File: src/rtl/core/ipht_pkg.sv
// Shared constants, types and the bucket hash for the IPv4 port hash table.
package ipht_pkg;

	localparam int BUCKETS     = 1024;
	localparam int WAYS        = 4;
	localparam int BUCKET_BITS = $clog2(BUCKETS);
	localparam int WAY_BITS    = (WAYS > 1) ? $clog2(WAYS) : 1;
	localparam int MODE_W      = 2;
	localparam int KEY_W       = 32;
	localparam int PORT_W      = 16;
	localparam int HASH_MULT   = 59;

	localparam logic [MODE_W-1:0] MODE_LOOKUP = 2'd0;
	localparam logic [MODE_W-1:0] MODE_ADD    = 2'd1;
	localparam logic [MODE_W-1:0] MODE_REMOVE = 2'd2;

	localparam logic STATUS_OK   = 1'b0;
	localparam logic STATUS_FULL = 1'b1;

	typedef struct packed {
		logic              vld;
		logic [KEY_W-1:0]  key;
		logic [PORT_W-1:0] port;
	} way_t;

	typedef way_t [WAYS-1:0] row_t;

	localparam int ROW_W = $bits(row_t);

	typedef struct packed {
		logic                   clr;
		logic [BUCKET_BITS-1:0] clr_addr;
		logic                   take;
		logic                   eval;
	} cmd_t;

	typedef struct packed {
		logic out_free;
	} sts_t;

	function automatic logic [BUCKET_BITS-1:0] bucket_of(input logic [KEY_W-1:0] addr);
		logic [9:0]  sum;
		logic [15:0] prod;
		sum  = 10'(addr[31:24]) + 10'(addr[23:16]) + 10'(addr[15:8]) + 10'(addr[7:0]);
		prod = 16'(sum) * 16'(HASH_MULT);
		return prod[BUCKET_BITS-1:0];
	endfunction

endpackage

File: src/rtl/core/ipht_ctrl.sv
// Controller: table clearing sweep after reset and request sequencing.
module ipht_ctrl (
	input  logic              clk,
	input  logic              arst_n,
	input  logic              req_valid,
	output logic              req_ready,
	input  ipht_pkg::sts_t    sts,
	output ipht_pkg::cmd_t    cmd
);

	localparam logic [1:0] ST_CLEAR = 2'd0;
	localparam logic [1:0] ST_IDLE  = 2'd1;
	localparam logic [1:0] ST_EVAL  = 2'd2;

	logic [1:0]                       state_q;
	logic [1:0]                       state_d;
	logic [ipht_pkg::BUCKET_BITS-1:0] clr_cnt_q;
	logic                             last_clr;

	assign last_clr  = (clr_cnt_q == ipht_pkg::BUCKET_BITS'(ipht_pkg::BUCKETS - 1));
	assign req_ready = (state_q == ST_IDLE);

	always_comb begin
		state_d      = state_q;
		cmd.clr      = 1'b0;
		cmd.clr_addr = clr_cnt_q;
		cmd.take     = 1'b0;
		cmd.eval     = 1'b0;
		case (state_q)
			ST_CLEAR: begin
				cmd.clr = 1'b1;
				if (last_clr) begin
					state_d = ST_IDLE;
				end
			end
			ST_IDLE: begin
				if (req_valid) begin
					cmd.take = 1'b1;
					state_d  = ST_EVAL;
				end
			end
			ST_EVAL: begin
				if (sts.out_free) begin
					cmd.eval = 1'b1;
					state_d  = ST_IDLE;
				end
			end
			default: begin
				state_d = ST_IDLE;
			end
		endcase
	end

	always_ff @(posedge clk or negedge arst_n) begin
		if (!arst_n) begin
			state_q   <= ST_CLEAR;
			clr_cnt_q <= '0;
		end else begin
			state_q <= state_d;
			if (cmd.clr) begin
				clr_cnt_q <= clr_cnt_q + 1'b1;
			end
		end
	end

endmodule

File: config.mk
export PLATFORM = sky130hd
export DESIGN_NAME = ipht_ctrl
export DESIGN_NICKNAME = d
export VERILOG_FILES = /design/src/rtl/core/ipht_pkg.sv /design/src/rtl/core/ipht_ctrl.sv
export SDC_FILE = /design/constraint.sdc
export NUM_CORES = 1
export LEC_CHECK = 0
export ABC_CLOCK_PERIOD_IN_PS = 1300
export BUFFER_PORTS_ARGS = -buffer_cell sky130_fd_sc_hd__buf_2
export CAP_MARGIN = 40
export CORE_MARGIN = 3
export CORE_UTILIZATION = 42
export CTS_CLUSTER_DIAMETER = 50
export DETAILED_ROUTE_END_ITERATION = 7
export MAX_ROUTING_LAYER = met4
export PLACE_DENSITY = 0.71
export SLEW_MARGIN = 20
export SYNTH_ARGS = -nofsm -noshare
export SYNTH_HDL_FRONTEND = slang
export SYNTH_SLANG_ARGS = --single-unit
File: constraint.sdc
create_clock -name clk -period 1.3 [get_ports clk]
set_input_delay 0.065 -clock clk [delete_from_list [all_inputs] [get_ports clk]]
set_output_delay 0.065 -clock clk [all_outputs]
set_load 0.02 [all_outputs]
==> run summary, run 1 <==
### GRT
* global-route wire length before repair: 1910 um
* number of global-route vias before repair: 450
* initial antenna violation count: 0
* global routing usage summed across all routing layers: 14.2%
* overflow left after global routing: 0
* pin count of the biggest net entering global routing: 13

### Logic synthesis
* combinational family with the most area after synthesis: simple AND/OR/NAND/NOR gates
* simple-gate portion of the synthesized area: 23.9%
* number of library cell types mapped by synthesis: 22
* XOR/XNOR Fraction of Synth Area: 14.1%
* yosys warns: 0
* cell type contributing the most total cell area after synthesis: sky130_fd_sc_hd__dfrtp_1
* post-synthesis instance total: 49
* sequential cell area fraction in the yosys report: 53.6%
* portion of netlist area occupied by mux cells: 2.01%
* ys async rst share: 100%
* Avg Cell Area, Syn: 11.4 um^2
* adder-cell area share of the yosys netlist: 2.23%
* count of flip-flops with a built-in enable after synthesis: 0
* Yosys top cell area share: 53.6%
* post-synthesis cell area: 561 um^2
* Compound-Gate Fraction of Synth Area: 2.90%
* main area contributors after synthesis: sky130_fd_sc_hd__dfrtp_1 54%, sky130_fd_sc_hd__xnor2_1 9.4%, sky130_fd_sc_hd__xor2_1 4.7%
* Synthesized Nets: 54
* #FFs+latches synth: 12
* main flop type after synthesis: sky130_fd_sc_hd__dfrtp_1

### Power and ir drop
* net switching component of the power: 844 uW
* pwr dens: 2570 nW/um^2
* VDD IR max: 0.00155 V
* combinational share of power: 58.8%
* P_int: 1.28 mW
* LEAKAGE: 0.414 nW
* switching share of total power: 39.7%
* clock share of power: 10.9%
* share of total power in sequential cells: 30.3%

### Layout
* post-synthesis to final-layout area growth: 47.5%
* antenna diode instance count: 0
* Layout Cells excl Fill: 97
* final cell utilization of the core: 70.6%
* fraction of layout instances using a drive strength above 1: 54.2%
* filler cell count in the final layout: 89
* layout net count: 89

### Routing
* uppermost layer routed: met4
* Avg WL per Cell: 12.1 um
* via-per-instance ratio: 4.95
* Iteration-0 DRC Markers: 3
* DR WL met2: 589 um
* routed length on met1: 507 um
* remaining number of nets flagged by the antenna check after routing: 0
* routed vias: 480
* routed wire length: 1170 um
* WL met3: 65 um
* number of iterations in the first detailed-routing pass: 2
* DRC Markers: 0

### Floorplanning
* effective utilization at floorplan: 47.9%
* x dimension of the die: 42.5 um
* cell row count: 12
* height of the chip: 42.5 um
* top-level I/O count: 18
* Die ar.: 1810 um^2
* Std-Cell Core Area: 1170 um^2

### CTS
* TritonCTS Buffers: 3
* CTS tree: built
* clock latency on the worst-skew pair: 260 ps
* CTS root buf: sky130_fd_sc_hd__clkbuf_4
* H-tree level count: 1
* clock-pin slew of the registers on the worst-case setup and hold paths: 70 ps
* CTS Sinks: 12
* buffer depth of the longest clock path: 2

### STA
* Period Utilization, post-route: 98.4%
* final period demand of the worst path: 1280 ps
* Max Fclk: 782 MHz
* final count of pins violating max slew: 0
* endpoints failing setup: 0
* transition time of the tightest slew-check pin: 303 ps
* tightest slew margin relative to the limit: 79.6%
* post-route worst hold slack: 155 ps
* final hold violations: 0
* final worst clock skew: 3.94 ps

### Flow run
* max-cap violation count: 0

### Worst setup path
* critical path required time: 1450 ps
* Setup crit start kind: register
* start-to-end type of the worst setup path: reg2reg
* Critical Path Sink Type: register
* Critical-path top delay cell: sky130_fd_sc_hd__dfrtp_1
* cells traversed along the worst timing path: or2_4 > inv_4 > buf_4 > mux2_2
* Slowest Stage Delay on Critical Path: 390 ps
* category of cells accounting for the largest share of critical-path delay: flip-flops
* buffer and inverter count on the worst path: 2
* Critical Path AT: 1430 ps
* Max FO, Critical Path: 3

### Placement
* gpl congestion: 0.783
* dpl hpwl: 844 um
* count of placed standard cells including taps: 86
* Port Buffer Count: 17

### Run status
* run status: finished, final reports clean

### Worst hold path
* path category of the worst min-delay check: in2reg

==> cell usage in the layout, fill, tap and decap left out, drive strengths merged <==
cell / n
nand4bb: 1
or2: 1
a21o: 1
inv: 2
nor2: 2
or4: 1
dlygate4sd3: 1
nand2: 6
xor2: 3
nand3: 2
dfrtp: 12
nor3: 1
nand4: 2
mux2: 1
and3b: 2
buf: 29
nor4: 2
and3: 1
xnor2: 6
ha: 1
nor2b: 1
a21oi: 1
clkbuf: 4
==> cell families (layout without fill, tap and decap cells) <==
family	count (synthesis)	count (layout)
adder cells (fa/ha/maj)	1	1
AND/OR/NAND/NOR	22	22
AO/OA/AOI/OAI	2	2
multiplexers	1	1
flip-flops	12	12
XOR/XNOR	9	9
buffers and inverters	2	36
==> power groups by stage <==
stage / sequential, mW / clock [mW] / combinational [mW]
final: 0.644 / 0.233 / 1.25
after global routing: 0.661 / 0.253 / 1.36
after CTS: 0.664 / 0.237 / 1.08
after detailed placement: 0.669 / 0 / 0.983
after global placement: 0.663 / 0 / 0.967
after floorplan: 0.818 / 0 / 0.432
==> timing repair <==
item | CTS | global route
hold buffers | 1 | 0
resized for setup | 2 | 4
pin swaps | 0 | 2
hold endpoints to repair | 12 | 0
setup endpoints to repair | 1 | 4
buffers inserted | 2 | 4
==> area by class of cell <==
| cell class | instances | area [um^2] | area share (%) |
|---|---|---|---|
| Clock buffer | 4 | 26.3 | 3.18 |
| Inverter | 2 | 10.0 | 1.21 |
| Tap cell | 14 | 17.5 | 2.12 |
| Multi-Input combinational cell | 35 | 268 | 32.4 |
| Sequential cell | 12 | 308 | 37.2 |
| Timing Repair Buffer | 30 | 198 | 23.9 |
==> metal layers <==
metal	global-route usage [%]	up-vias
met1	17.9	229
met3	2.58	2
met4	5.59	0
met5	-	-
met2	22.5	12
li1	-	237
==> flip-flops by register name, summed over array words and instances, names as in the netlist <==
register and cells:
state_q 2, clr_cnt_q 10
==> cells in the mapped netlist (2+ instances only) <==
cell type / number
sky130_fd_sc_hd__nand2_1: 6
sky130_fd_sc_hd__nor4_1: 2
sky130_fd_sc_hd__and3b_1: 2
sky130_fd_sc_hd__dfrtp_1: 12
sky130_fd_sc_hd__xnor2_1: 6
sky130_fd_sc_hd__xor2_1: 3
sky130_fd_sc_hd__nor2_1: 2
sky130_fd_sc_hd__nand4_1: 2
==> worst paths after layout <==
| kind | start | end | slack [ps] | cells past startpoint |
|---|---|---|---|---|
| min | sts | state_q[1] | 160 | 3 |
| max | state_q[0] | clr_cnt_q[1] | 20 | 4 |
| min reg2reg | clr_cnt_q[9] | clr_cnt_q[9] | 490 | 1 |
| min in group asynchronous | arst_n | clr_cnt_q[9] | 200 | 2 |
| max reg2reg | state_q[0] | clr_cnt_q[1] | 20 | 4 |
| max in group asynchronous | arst_n | clr_cnt_q[1] | 870 | 2 |
==> tightest hold or removal path: cells and delay by family <==
kind / cells / cell delay (ps)
compound gates: 1 / 190
buf+inv: 1 / 80
simple gates: 1 / 30
==> per-stage QoR <==
step / setup TNS (ps) / cell area, um^2 / setup WS, ps / power [mW]
after detailed placement: 0 / 728 / 46.9 / 1.65
final: 0 / 827 / 21.3 / 2.13
after CTS: 0 / 785 / 14.9 / 1.98
after global routing: -12.1 / 827 / -12.1 / 2.28
after global placement: 0 / 728 / 42.8 / 1.63
after floorplan: 0 / 581 / 1.76 / 1.25
Note: power is estimated with default switching activity, not from simulation.
==> run 2: changes to the inputs <==
Settings changed: ABC_CLOCK_PERIOD_IN_PS 1300 to 1450, CORE_AREA from default to 3 3 40 42, CORE_MARGIN 3 to default, CORE_UTILIZATION 42 to default, DIE_AREA from default to 0 0 43 45, PLACE_DENSITY 0.71 to 0.68.
Clock period 1.3 ns to 1.45 ns, I/O delays scaled along.
==> run 2 against run 1 <==
  * Routed wire length down 12%
  * Cell area decreased by 13%
  * Register-to-register slack improved by 70 ps
  * First-iteration DRC count decreased by 33%
  * Sequential power shrank 4.8%
==> run summary, run 2 (synthesis results as in run 1) <==
### Layout
* layout net count: 78
* filler cell count in the final layout: 124
* area of the multi-input gates: 253 um^2
* fraction of layout instances using a drive strength above 1: 38.9%
* sequential standard cell area: 302 um^2
* top flop regs: clr_cnt_q x10, state_q x2
* Layout Cells excl Fill: 87
* final cell utilization of the core: 56.0%
* max reg flops: 10
* largest register by flop count: clr_cnt_q
* antenna diode instance count: 0
* cell area after layout: 719 um^2
* leading cell type in the layout, fill and taps excluded: sky130_fd_sc_hd__buf_2
* post-synthesis to final-layout area growth: 28.3%
* top library cells by usage in the layout, fill and taps aside: 17 x sky130_fd_sc_hd__buf_2, 11 x sky130_fd_sc_hd__dfrtp_1, 6 x sky130_fd_sc_hd__xnor2_1, 6 x sky130_fd_sc_hd__nand2_1

### Floorplanning
* height of the chip: 45 um
* cell row count: 13
* x dimension of the die: 43 um
* effective utilization at floorplan: 43.6%
* Std-Cell Core Area: 1280 um^2
* Die ar.: 1940 um^2
* top-level I/O count: 18

### Power and ir drop
* VDD IR max: 0.00141 V
* pwr dens: 2200 nW/um^2
* Total Power: 1.58 mW
* LEAKAGE: 0.368 nW

### Worst setup path
* Setup crit start kind: register
* start-to-end type of the worst setup path: reg2out
* Critical Path AT: 1310 ps
* Critical-path top delay cell: sky130_fd_sc_hd__dfrtp_1
* Critical Path Sink Type: output port
* Slowest Stage Delay on Critical Path: 420 ps
* Max FO, Critical Path: 7
* critical path required time: 1380 ps
* cells traversed along the worst timing path: or2_1 > inv_2 > buf_2

### STA
* post-route worst hold slack: 153 ps
* transition time of the tightest slew-check pin: 313 ps
* final count of pins violating max slew: 0
* tightest slew margin relative to the limit: 79.0%
* unrepaired setup endpoints after global routing: no
* Max Fclk: 725 MHz
* Period Utilization, post-route: 95.2%
* final worst clock skew: 3.32 ps
* Worst Setup Slack, final: 70.0 ps
* endpoints failing setup: 0
* setup TNS after final layout: 0 ps
* final hold violations: 0
* final period demand of the worst path: 1380 ps

### Placement
* Port Buffer Count: 17
* count of placed standard cells including taps: 82
* dpl hpwl: 813 um
* DP Worst Slack: 105 ps
* Placed Instance Area: 673 um^2
* gpl congestion: 0.792

### CTS
* buffer depth of the longest clock path: 2
* clock-pin slew of the registers on the worst-case setup and hold paths: 70 ps
* CTS root buf: sky130_fd_sc_hd__clkbuf_4
* TritonCTS Buffers: 3
* H-tree level count: 1
* CTS Sinks: 12
* CTS tree: built
* Post-CTS Setup Inserts: 0
* Resized Gates After CTS: 0
* hold buffer count at CTS: 1
* clock latency on the worst-skew pair: 260 ps

### Routing
* number of iterations in the first detailed-routing pass: 4
* Iteration-0 DRC Markers: 2
* via-per-instance ratio: 5.23
* routed vias: 455
* routed wire length: 1030 um
* remaining number of nets flagged by the antenna check after routing: 0
* DRC Markers: 0
* Avg WL per Cell: 11.9 um

### GRT
* global-route wire length before repair: 1700 um
* initial antenna violation count: 0
* pin count of the biggest net entering global routing: 13
* overflow left after global routing: 0
* global routing usage summed across all routing layers: 12.2%
* number of global-route vias before repair: 404

### Worst hold path
* path category of the worst min-delay check: in2reg

### Flow run
* max-cap violation count: 0

### Run status
* run status: finished, final reports clean

run 2: layout make-up:
| cell class | count | area share [%] |
|---|---|---|
| multi-input combinational | 35 | 35.1 |
| tap | 15 | 2.61 |
| sequential | 12 | 41.9 |
| timing repair buffer | 19 | 14.3 |
| clock buffer | 4 | 5.04 |
| inverter | 2 | 1.04 |
run 2: where the power goes:
part / leakage (nW) / internal [mW] / switching (mW)
registers: 0.152 / 0.459 / 0.153
clock network: 0.0210 / 0.152 / 0.106
logic: 0.195 / 0.299 / 0.411
run 2: layer usage:
layer | global-route usage (%) | part of all wire [%] | routed length (um)
met1 | 14.0 | 43 | 447
met3 | 2.79 | 7.3 | 75
met4 | 5.42 | 1.2 | 12
met5 | - | 0 | 0
met2 | 20.4 | 48 | 496
run 2: critical path: cells and delay by family (launching register included):
family                 cells  cell delay [ps]
flip-flops                 1              420
buffers and inverters      2              320
AND/OR/NAND/NOR            1              300
run 2: final timing paths:
kind                               from            to  slack [ps]  cells after the start
setup / recovery             state_q[1]       cmd[12]          70                      3
hold / removal                      sts    state_q[1]         150                      3
setup reg to reg           clr_cnt_q[0]    state_q[0]          90                      4
hold reg to reg            clr_cnt_q[9]  clr_cnt_q[9]         490                      1
max in group asynchronous        arst_n  clr_cnt_q[0]        1000                      2
min in group asynchronous        arst_n  clr_cnt_q[6]         220                      2
